===== src/sv/srpg_pkg.sv =====
package srpg_pkg;

    localparam int CFG_INDEX_W = 3;
    localparam int CFG_DATA_W  = 20;
    localparam int HALF_W      = 16;
    localparam int COUNT_W     = 20;

    localparam logic [CFG_INDEX_W-1:0] CFG_MIN_HALF_PERIOD = 3'd0;
    localparam logic [CFG_INDEX_W-1:0] CFG_MAX_HALF_PERIOD = 3'd1;
    localparam logic [CFG_INDEX_W-1:0] CFG_ENCODER_INC     = 3'd2;
    localparam logic [CFG_INDEX_W-1:0] CFG_RAMP_INC        = 3'd3;
    localparam logic [CFG_INDEX_W-1:0] CFG_LOCKOUT_TICKS   = 3'd4;

    localparam logic [HALF_W-1:0]  RST_MIN_HALF_PERIOD = 16'd400;
    localparam logic [HALF_W-1:0]  RST_MAX_HALF_PERIOD = 16'd3000;
    localparam logic [HALF_W-1:0]  RST_ENCODER_INC     = 16'd100;
    localparam logic [HALF_W-1:0]  RST_RAMP_INC        = 16'd10;
    localparam logic [COUNT_W-1:0] RST_LOCKOUT_TICKS   = 20'd500000;

    typedef struct packed {
        logic rot_clk;
        logic rot_data;
        logic button_pressed;
    } srpg_in_t;

    typedef struct packed {
        logic              step_level;
        logic              driver_disabled;
        logic [HALF_W-1:0] current_half_period;
        logic [HALF_W-1:0] target_half_period;
    } srpg_out_t;

    // A half-period of zero is timed as a single tick.
    function automatic logic [COUNT_W-1:0] half_ticks(input logic [HALF_W-1:0] h);
        logic [COUNT_W-1:0] r;
        r = (h == '0) ? COUNT_W'(1) : COUNT_W'(h);
        return r;
    endfunction

    function automatic logic [COUNT_W-1:0] dec_sat(input logic [COUNT_W-1:0] c);
        logic [COUNT_W-1:0] r;
        r = (c != '0) ? c - COUNT_W'(1) : '0;
        return r;
    endfunction

endpackage


===== src/sv/stepper_ramp_pulse_generator.sv =====
// Step pulse generator with an encoder-set target half-period and a linear ramp of the
// current half-period toward it. Every input beat is one microsecond tick and yields
// exactly one result beat carrying the step level for that tick and the state after it.
// The block takes one beat per clock cycle while the output is not stalled: all per-tick
// work (button toggle, encoder step with min/max clamp, ramp step, pulse timing) is done
// between the state registers and a single output register. While the output is stalled, the
// result is held and in_stall is raised; input is accepted again in the cycle the output
// frees up. Configuration writes are always ready and take effect on the next tick.
module stepper_ramp_pulse_generator
    import srpg_pkg::*;
#(
    parameter int START_PERIOD = 2000
)
(
    input  logic                   clk,
    input  logic                   rst_n,
    input  logic                   in_valid,
    output logic                   in_stall,
    input  srpg_in_t               in_data,
    output logic                   out_valid,
    input  logic                   out_stall,
    output srpg_out_t              out_data,
    input  logic                   cfg_valid,
    output logic                   cfg_ready,
    input  logic [CFG_INDEX_W-1:0] cfg_index,
    input  logic [CFG_DATA_W-1:0]  cfg_data
);

    typedef enum logic [1:0] {
        PH_BOUNDARY,
        PH_HIGH,
        PH_LOW,
        PH_LOCK
    } phase_t;

    // Configuration registers.
    logic [HALF_W-1:0]  min_half_reg;
    logic [HALF_W-1:0]  max_half_reg;
    logic [HALF_W-1:0]  enc_inc_reg;
    logic [HALF_W-1:0]  ramp_inc_reg;
    logic [COUNT_W-1:0] lockout_reg;

    // Tick state.
    phase_t             phase_reg, phase_next;
    logic [COUNT_W-1:0] cnt_reg, cnt_next, cnt_dec;
    logic [HALF_W-1:0]  cur_reg, cur_next;
    logic [HALF_W-1:0]  tgt_reg, tgt_next;
    logic               last_clk_reg, last_clk_next;
    logic               motor_on_reg, motor_on_next;
    logic               level;
    logic               start_period;

    logic               out_valid_reg;
    srpg_out_t          out_data_reg;
    logic               in_accept;

    // Period-start arithmetic, used only when a new pulse begins.
    logic signed [HALF_W+1:0] tgt_sum;
    logic signed [HALF_W+1:0] tgt_lo;
    logic signed [HALF_W+1:0] tgt_hi;
    logic [HALF_W-1:0]        tgt_clamped;
    logic [HALF_W-1:0]        begin_tgt;
    logic [HALF_W:0]          cur_up;
    logic [HALF_W-1:0]        cur_begin;

    assign cfg_ready = 1'b1;
    assign in_stall  = out_valid_reg && out_stall;
    assign in_accept = in_valid && !in_stall;
    assign out_valid = out_valid_reg;
    assign out_data  = out_data_reg;

    assign tgt_sum = (in_data.rot_data != in_data.rot_clk)
                   ? $signed({2'b00, tgt_reg}) - $signed({2'b00, enc_inc_reg})
                   : $signed({2'b00, tgt_reg}) + $signed({2'b00, enc_inc_reg});
    assign tgt_lo  = (tgt_sum < $signed({2'b00, min_half_reg}))
                   ? $signed({2'b00, min_half_reg}) : tgt_sum;
    // The max clamp comes last, so it wins when min is above max.
    assign tgt_hi  = (tgt_lo > $signed({2'b00, max_half_reg}))
                   ? $signed({2'b00, max_half_reg}) : tgt_lo;
    assign tgt_clamped = tgt_hi[HALF_W-1:0];
    assign begin_tgt   = (in_data.rot_clk != last_clk_reg) ? tgt_clamped : tgt_reg;

    assign cur_up = {1'b0, cur_reg} + {1'b0, ramp_inc_reg};

    always_comb
    begin
        priority if (cur_reg < begin_tgt)
        begin
            cur_begin = cur_up[HALF_W] ? '1 : cur_up[HALF_W-1:0];
        end
        else if (cur_reg > begin_tgt)
        begin
            cur_begin = (cur_reg > ramp_inc_reg) ? cur_reg - ramp_inc_reg : '0;
        end
        else
        begin
            cur_begin = cur_reg;
        end
    end

    always_comb
    begin
        phase_next    = phase_reg;
        cnt_next      = cnt_reg;
        cur_next      = cur_reg;
        tgt_next      = tgt_reg;
        last_clk_next = last_clk_reg;
        motor_on_next = motor_on_reg;
        start_period  = 1'b0;
        level         = 1'b0;
        cnt_dec       = '0;

        unique case (phase_reg)
            PH_BOUNDARY:
            begin
                if (in_data.button_pressed)
                begin
                    motor_on_next = ~motor_on_reg;
                    if (lockout_reg != '0)
                    begin
                        phase_next = PH_LOCK;
                        cnt_next   = lockout_reg - COUNT_W'(1);
                    end
                    else
                    begin
                        start_period = 1'b1;
                    end
                end
                else
                begin
                    start_period = 1'b1;
                end
            end
            PH_LOCK:
            begin
                if (cnt_reg == '0)
                begin
                    start_period = 1'b1;
                end
                else
                begin
                    cnt_next = cnt_reg - COUNT_W'(1);
                end
            end
            default:
            begin
            end
        endcase

        if (start_period)
        begin
            tgt_next      = begin_tgt;
            last_clk_next = in_data.rot_clk;
            cur_next      = cur_begin;
            phase_next    = PH_HIGH;
            cnt_next      = half_ticks(cur_begin);
        end

        // The tick that starts a pulse is already its first high tick.
        if (phase_next == PH_HIGH)
        begin
            level   = 1'b1;
            cnt_dec = dec_sat(cnt_next);
            if (cnt_dec == '0)
            begin
                phase_next = PH_LOW;
                cnt_next   = half_ticks(cur_next);
            end
            else
            begin
                cnt_next = cnt_dec;
            end
        end
        else if (phase_next == PH_LOW)
        begin
            cnt_dec  = dec_sat(cnt_next);
            cnt_next = cnt_dec;
            if (cnt_dec == '0)
            begin
                phase_next = PH_BOUNDARY;
            end
        end
    end

    always_ff @(posedge clk or negedge rst_n)
    begin
        if (!rst_n)
        begin
            min_half_reg  <= RST_MIN_HALF_PERIOD;
            max_half_reg  <= RST_MAX_HALF_PERIOD;
            enc_inc_reg   <= RST_ENCODER_INC;
            ramp_inc_reg  <= RST_RAMP_INC;
            lockout_reg   <= RST_LOCKOUT_TICKS;
            phase_reg     <= PH_BOUNDARY;
            cnt_reg       <= '0;
            cur_reg       <= HALF_W'(START_PERIOD);
            tgt_reg       <= HALF_W'(START_PERIOD);
            last_clk_reg  <= 1'b1;
            motor_on_reg  <= 1'b1;
            out_valid_reg <= 1'b0;
        end
        else
        begin
            if (cfg_valid && cfg_ready)
            begin
                unique case (cfg_index)
                    CFG_MIN_HALF_PERIOD: min_half_reg <= cfg_data[HALF_W-1:0];
                    CFG_MAX_HALF_PERIOD: max_half_reg <= cfg_data[HALF_W-1:0];
                    CFG_ENCODER_INC:     enc_inc_reg  <= cfg_data[HALF_W-1:0];
                    CFG_RAMP_INC:        ramp_inc_reg <= cfg_data[HALF_W-1:0];
                    CFG_LOCKOUT_TICKS:   lockout_reg  <= cfg_data[COUNT_W-1:0];
                    default:
                    begin
                    end
                endcase
            end

            if (in_accept)
            begin
                phase_reg     <= phase_next;
                cnt_reg       <= cnt_next;
                cur_reg       <= cur_next;
                tgt_reg       <= tgt_next;
                last_clk_reg  <= last_clk_next;
                motor_on_reg  <= motor_on_next;
                out_valid_reg <= 1'b1;
            end
            else if (!out_stall)
            begin
                out_valid_reg <= 1'b0;
            end
        end
    end

    always_ff @(posedge clk)
    begin
        if (in_accept)
        begin
            out_data_reg.step_level          <= level;
            out_data_reg.driver_disabled     <= ~motor_on_next;
            out_data_reg.current_half_period <= cur_next;
            out_data_reg.target_half_period  <= tgt_next;
        end
    end

    // A running half-period always has ticks left; an expired one moves on.
    assert property (@(posedge clk) disable iff (!rst_n)
        (phase_reg == PH_HIGH || phase_reg == PH_LOW) |-> (cnt_reg != '0))
        else $error("pulse phase held with an empty tick counter");

    // During a button lockout the last delivered tick has the step output low.
    assert property (@(posedge clk) disable iff (!rst_n)
        (out_valid_reg && phase_reg == PH_LOCK) |-> !out_data_reg.step_level)
        else $error("step output high during button lockout");

    // Driver state in the result follows the internal enable flag.
    assert property (@(posedge clk) disable iff (!rst_n)
        out_valid_reg |-> (out_data_reg.driver_disabled == !motor_on_reg))
        else $error("driver_disabled disagrees with enable state");

endmodule


===== config.mk =====
export PLATFORM = sky130hd
export DESIGN_NAME = stepper_ramp_pulse_generator
export DESIGN_NICKNAME = d
export VERILOG_FILES = /design/src/sv/srpg_pkg.sv /design/src/sv/stepper_ramp_pulse_generator.sv
export SDC_FILE = /design/constraint.sdc
export NUM_CORES = 1
export LEC_CHECK = 0
export BUFFER_PORTS_ARGS = -buffer_cell sky130_fd_sc_hd__buf_2
export CAP_MARGIN = 40
export CORE_UTILIZATION = 35
export CTS_BUF_LIST = sky130_fd_sc_hd__clkbuf_8
export DETAILED_ROUTE_END_ITERATION = 16
export PLACE_DENSITY = 0.51
export SLEW_MARGIN = 20
export SYNTH_ARGS = -nofsm -noshare
export SYNTH_HDL_FRONTEND = slang
export SYNTH_SLANG_ARGS = --single-unit

===== constraint.sdc =====
create_clock -name clk -period 15.6 [get_ports clk]
set_input_delay 3.12 -clock clk [delete_from_list [all_inputs] [get_ports clk]]
set_output_delay 3.12 -clock clk [all_outputs]
set_load 0.005 [all_outputs]

==> summary.md, run 1 <==
| Metric | Value |
|---|---|
| Outcome | `finished with violations` |
| Failing checks | `DRC` |
| Fillers | `~4200` |
| First DRT Iteration DRCs | `approximately 1300` |
| Final worst slack | `647 ps` |
| Layout Skew | `15.2 ps` |
| Largest net degree at the start of global routing | `73` |
| Most frequent CP cell | `o21a_1` |
| Leak | `between 6 and 7 nW` |
| Final Hold Viols | `0` |
| Synth cell types | `95` |
| Fin crit share | `0.959` |
| # diodes | `0` |
| Max reg flops | `34` |
| CTS H-tree depth | `4` |
| Endpoints failing setup | `0` |
| Latest clock arrival within the worst-skew pair | `around 530 ps` |
| Final wirelength | `approximately 53 mm` |
| R2R depth | `58` |
| Final #Nets | `1958` |
| Slew @ Worst Pin | `989 ps` |
| Root Buffer | `clkbuf_8` |
| Chip Width | `207 um` |
| Crit-path max cell delay | `650 ps` |
| Post-synthesis async set-or-reset flop share | `0.806` |
| Syn Std Cell Area | `0.0147 mm2` |
| TritonRoute pass-1 iters | `11` |
| Max-cap viol count | `0` |
| CP required | `16050 ps` |
| Commonest non-fill, non-tap cell in the layout | `nand2_1` |
| Fmax | `0.0669 GHz` |
| Final Hold Slack | `525 ps` |
| HPWL after detailed placement | `40.9 mm` |
| CTS tree | `done` |
| # rows | `74` |
| Worst VDD drop | `68.1 uV` |
| Initial antenna violation count | `0` |
| Vias | `13800` |
| Setup Crit Path Kind | `in2reg` |
| Gr usage total | `0.253` |
| Layout cells sized above 1 | `0.160` |
| Die area | `0.0428 mm2` |
| Synthesized flop and latch total | `about 180` |
| Starting Density | `0.358` |
| Gp weighted congestion | `slightly below 1` |
| Via density | `5.85` |
| Core area | `0.0411 mm2` |
| Worst EP arrival | `15400 ps` |
| Grt ovf | `0` |
| Synth Flop Type | `dfrtp_1` |
| Area growth, synth to finish | `10.5%` |
| Commonest cells after routing, fill and taps aside | `nand2_1 (206), o21ai_0 (185), ha_1 (118)` |
| Setup WS pre-CTS | `43.2 ps` |
| Crit end category | `register` |
| Vias in the first global route | `~13000` |
| Seq/Total Area, Yosys | `0.312` |
| Setup TNS | `0 ps` |
| Warnings from Yosys | `0` |
| Fin cells | `2350` |
| Avg WL per Cell | `22.6 um` |
| # port buffers | `66` |
| Core Util, Final | `0.395` |
| DRC | `2` |
| Syn nets | `around 1900` |
| Final ANT Viol Nets | `0` |
| Clock slew at reported path FFs | `100 ps` |
| Mapped Cells | `1756` |
| Tmin final | `14950 ps` |
| Hold depth | `2` |
| Post-synth EDFFs | `34` |
| First-pass GRT wire length | `80.4 mm` |
| Final Max Slew Viols | `0` |
| Startpoint types | `input port` |
| Top-level port count | `68` |
| Pwr per Cell Area | `143 mW/mm2` |
| Hold Crit Class | `reg2reg` |
| RSZ-0062 raised after global routing | `false` |
| Worst Path Max Fanout | `17` |
| Die Ht | `207 um` |
| Syn avg cell area | `8.37 um2` |
| Clock sink count | `175` |
| Max Buffers Root-to-Sink | `2` |
| Max_slew headroom | `0.341` |
| Inst Count DP | `between 2000 and 2500` |
| CTS Buf Count | `17` |
| Critical path's slowest cell | `or4_1` |
critical path, delay by kind of cell:
kind | cells | cell delay, ps
AOI/OAI and AO/OA | 27 | 4460
xor gates and xnor gates | 3 | 620
adders and majority gates | 5 | 1180
buffers and inverters | 6 | 1110
muxes | 3 | 1010
and+or+nand+nor | 15 | 3870
worst paths after layout:
kind,end,start,slack [ps]
setup / recovery,cnt_reg[2],in_data[2],650
hold / removal,out_valid,out_valid,520
setup reg to reg,cnt_reg[2],tgt_reg[1],1710
hold reg to reg,out_valid,out_valid,520
max in group asynchronous,cur_reg[5],rst_n,12160
min in group asynchronous,enc_inc_reg[1],rst_n,2440
metal layers:
metal	global-route usage	wire length (um)	up-vias
met5	0	0	-
met3	0.0516	3870	66
li1	-	-	6508
met1	0.374	25500	6638
met2	0.366	22500	544
met4	0.0735	1220	0
report_power, final:
| part | switching (mW) | internal (mW) | total (mW) |
|---|---|---|---|
| registers | 0.0987 | 0.552 | 0.651 |
| logic | 0.821 | 0.511 | 1.33 |
| clock network | 0.195 | 0.145 | 0.339 |
| total | 1.11 | 1.21 | 2.32 |
cell usage after synthesis (all sizes together), types with 19 or more instances:
master,instances,area share
a21o,23,0.012
a21oi,98,0.034
buf,23,0.0082
clkbuf,63,0.016
dfrtp,105,0.18
dfstp,36,0.064
edfxtp,34,0.069
ha,118,0.10
inv,117,0.030
mux2,59,0.045
mux2i,31,0.021
nand2,206,0.053
nand2b,19,0.0081
nand3,39,0.013
nand4,29,0.012
nor2,115,0.030
nor3,37,0.013
nor4,29,0.015
o21a,26,0.013
o21ai,192,0.066
xnor2,40,0.024
layout make-up:
class / instances / area [um2] / share of cell area
multi-input combinational: 1377 / 9380 / 0.578
sequential: 175 / 4590 / 0.283
timing repair buffer: 116 / 764 / 0.0471
clock buffer: 17 / 234 / 0.0144
clock inverter: 15 / 159 / 0.00978
tap: 532 / 666 / 0.0410
inverter: 118 / 443 / 0.0273
cell families (layout without fill, tap and decap cells):
| kind of cell | count (synthesis) | in the layout | share of synthesized area |
|---|---|---|---|
| AND/OR/NAND/NOR | 571 | 571 | 0.191 |
| AO/OA/AOI/OAI | 536 | 536 | 0.235 |
| buffers and inverters | 204 | 266 | 0.0544 |
| flip-flops | 175 | 175 | 0.312 |
| adder cells (fa/ha/maj) | 122 | 122 | 0.106 |
| multiplexers | 90 | 90 | 0.0665 |
| XOR/XNOR | 57 | 57 | 0.0340 |
| other | 1 | 1 | 0.000255 |
through the flow:
| step | cell area (um2) | power [mW] |
|---|---|---|
| 6_report | 16200 | 2.32 |
| 5_1_grt | 16200 | 2.49 |
| 4_1_cts | 16200 | 2.29 |
| 3_5_place_dp | 15800 | 1.93 |
| 3_3_place_gp | 15700 | 1.93 |
| 2_1_floorplan | 14700 | 1.51 |
timing repair:
item / 4_1_cts / 5_1_grt
endpoints found under the setup margin: 0 / 18
hold buffers: 0 / 0
setup buffers: 0 / 3
gates resized for setup: 0 / 8
(Power assumes the default switching activity.)
==> run 2: changes to the inputs <==
Settings changed: GPL_TIMING_DRIVEN from default to 0, RECOVER_POWER from default to 25.
==> run 2 against run 1 <==
The flow finishes with violations (capacitance limit, slew limit); utilization increased by 1.0 points; setup slack got worse by 120 ps; routed wire length increased by 1.8%; critical path depth increased by 3; highest routed layer is now met5.
==> summary.md, run 2 (same netlist as run 1, synthesis figures left out) <==
| Metric | Value |
|---|---|
| Gp weighted congestion | `0.948 (-1.8%)` |
| Fmax | `0.0663 GHz (-0.81%)` |
| Buf/Inv on CP | `9 (+3)` |
| Starting Density | `0.358 (unchanged)` |
| Failing checks | `capacitance limit, slew limit` |
| Grt ovf | `0 (unchanged)` |
| Chip Width | `207 um (unchanged)` |
| # rows | `74 (unchanged)` |
| Worst VDD drop | `65.5 uV (-3.8%)` |
| Fillers | `4229 (+0.024%)` |
| Initial antenna violation count | `3 (+3)` |
| Top-level port count | `68 (unchanged)` |
| Met1 WL | `25.9 mm (+1.9%)` |
| Crit-path max cell delay | `580 ps (-70 ps)` |
| Vias | `14300 (+3.7%)` |
| Max-cap viol count | `2 (+2)` |
| Internal power | `1.26 mW (+4.5%)` |
| CP required | `16020 ps (-30 ps)` |
| First DRT Iteration DRCs | `1432 (+8.7%)` |
| Startpoint types | `input port` |
| Gr usage total | `0.256 (+0.00318)` |
| Fin crit share | `0.966 (+0.00786)` |
| Sw frac | `0.484 (+0.00368)` |
| Layout cells sized above 1 | `0.171 (+0.0116)` |
| CTS H-tree depth | `4 (unchanged)` |
| Die Ht | `207 um (unchanged)` |
| Clock slew at reported path FFs | `100 ps (about the same)` |
| CTS Buf Count | `17 (unchanged)` |
| Hold Crit Class | `reg2reg` |
| Core area | `0.0411 mm2 (unchanged)` |
| Critical path's slowest cell | `or4_4` |
| Avg WL per Cell | `22.3 um (-1.1%)` |
| Final Hold Viols | `0 (unchanged)` |
| Worst Path Max Fanout | `10 (-7)` |
| WL met3 | `3.64 mm (-6.0%)` |
| Pwr per Cell Area | `147 mW/mm2 (+2.6%)` |
| TritonRoute pass-1 iters | `8 (-3)` |
| Vias in the first global route | `13400 (+4.3%)` |
| Final ANT Viol Nets | `0 (unchanged)` |
| Final wirelength | `54.0 mm (+1.8%)` |
| Final #Nets | `2028 (+3.6%)` |
| Commonest cells after routing, fill and taps aside | `nand2_1 (206), o21ai_0 (180), inv_1 (117), ha_1 (117), nor2_1 (113)` |
| CP delay by family, top | `compound AO/OA/AOI/OAI gates` |
| HPWL after detailed placement | `41.9 mm (+2.2%)` |
| Sequential power share | `0.263 (-0.017)` |
| Multi-input logic area | `0.00958 mm2 (+2.1%)` |
| Endpoints failing setup | `0 (unchanged)` |
| Leak | `6.83 nW (+1.5%)` |
| Metal2 WL | `23.3 mm (+3.3%)` |
| Clk network pwr share | `0.130 (-0.016)` |
| Area growth, synth to finish | `13.3%` |
| # port buffers | `64 (-3.0%)` |
| Most frequent CP cell | `o21a_1` |
| Max reg flops | `34 (unchanged)` |
| Commonest non-fill, non-tap cell in the layout | `nand2_1` |
| Die area | `0.0428 mm2 (unchanged)` |
| Max Buffers Root-to-Sink | `2 (unchanged)` |
| Total power | `2.44 mW (+5.2%)` |
| First-pass GRT wire length | `81.9 mm (+1.8%)` |
| FF+latch area | `0.00459 mm2 (unchanged)` |
| Crit end category | `register` |
| CTS tree | `done` |
| Max_slew headroom | `-2.24 (-2.58)` |
| DP Area | `0.0157 mm2 (-0.14%)` |
| Slew @ Worst Pin | `4860 ps (+3870 ps)` |
| Uppermost layer routed | `met5` |
| Fin area | `0.0167 mm2 (+2.5%)` |
| Via density | `5.89 (+0.69%)` |
| Final Max Slew Viols | `144 (+144)` |
| Largest net degree at the start of global routing | `85 (+16%)` |
| Worst EP arrival | `15500 ps (+100 ps)` |
| Latest clock arrival within the worst-skew pair | `530 ps (about the same)` |
| Tmin final | `15080 ps (+123 ps)` |
| Combinational Power Share | `0.607 (+0.033)` |
| Layout Skew | `20.2 ps (+5.06 ps)` |
| Clock sink count | `175 (unchanged)` |
| Root Buffer | `clkbuf_8` |
| Setup Crit Path Kind | `in2reg` |
| NetSw | `1.18 mW (+6.0%)` |
| DRC | `0 (-2)` |
| # diodes | `0 (unchanged)` |
| Outcome | `finished with violations` |
[run 2: cell types whose count changed in the layout (fill, tap and decap cells not counted), moves of 5 or more]
cell,delta
clkbuf_1,+57
mux2i_1,-13
buf_2,+10
buf_4,-8
mux2i_4,+8
clkbuf_2,+6
inv_6,-5
mux2i_2,+5
o21ai_0,-5
o21ai_1,+5
[run 2: power by group through the flow]
stage          Combinational (mW)  Clock [mW]  Sequential [mW]
2_1_floorplan               0.903           0            0.611
3_3_place_gp                 1.28           0            0.644
3_5_place_dp                 1.29           0            0.646
4_1_cts                      1.35       0.330            0.638
5_1_grt                      1.60       0.344            0.653
6_report                     1.48       0.318            0.642
[run 2: what timing repair did]
| action | CTS | global route |
|---|---|---|
| resized for setup | 30 | 55 |
| buffers inserted | 10 | 22 |
| pin swaps | 3 | 17 |
| endpoints found under the hold margin | 0 | 0 |
| hold buffers | 0 | 0 |
| setup endpoints to repair | 22 | 22 |
[run 2: worst min-delay path, cell delays in order, from the launching register on]
cell and delay, ps:
dfstp_2 380, inv_1 60, o21ai_0 80
[run 2: path summary, 6_finish.rpt]
path	slack [ps]	cells after the start	endpoint	from
worst max-delay path	520	62	cnt_reg[5]	in_data[2]
worst min-delay path	520	2	max_half_reg[3]	max_half_reg[3]
worst max register to register	2140	59	cnt_reg[5]	tgt_reg[1]
worst min register to register	520	2	max_half_reg[3]	max_half_reg[3]
max in group asynchronous	6430	2	cur_reg[13]	rst_n
min in group asynchronous	4330	1	min_half_reg[14]	rst_n
[run 2: cell type report]
cell class,count,area share
multi-input cells,1377,0.575
flip-flops and latches,175,0.276
well taps,532,0.0400
repair buffers,103,0.0360
inverters,118,0.0269
plain buffers,83,0.0235
clock buffers,19,0.0157
clock inverters,13,0.00684
[run 2: through the flow]
| stage | instances | hold WS (ps) | setup TNS (ps) | worst slack [ps] | util |
|---|---|---|---|---|---|
| 2_1_floorplan | 1756 | 485 | 0 | 102 | - |
| 3_3_place_gp | 2352 | 500 | -55770 | -2850 | 0.382 |
| 3_5_place_dp | 2355 | 508 | -57420 | -2960 | 0.383 |
| 4_1_cts | 2395 | 520 | 0 | 1.53 | 0.396 |
| 5_1_grt | 2420 | 543 | -1360 | -144 | 0.405 |
| 6_report | 2420 | 521 | 0 | 524 | 0.405 |
[run 2: routing by layer]
| metal | global-route usage | vias to the layer above |
|---|---|---|
| met5 | 0 | - |
| met4 | 0.0706 | 2 |
| met3 | 0.0465 | 88 |
| met2 | 0.384 | 529 |
| met1 | 0.373 | 6984 |
| li1 | - | 6661 |
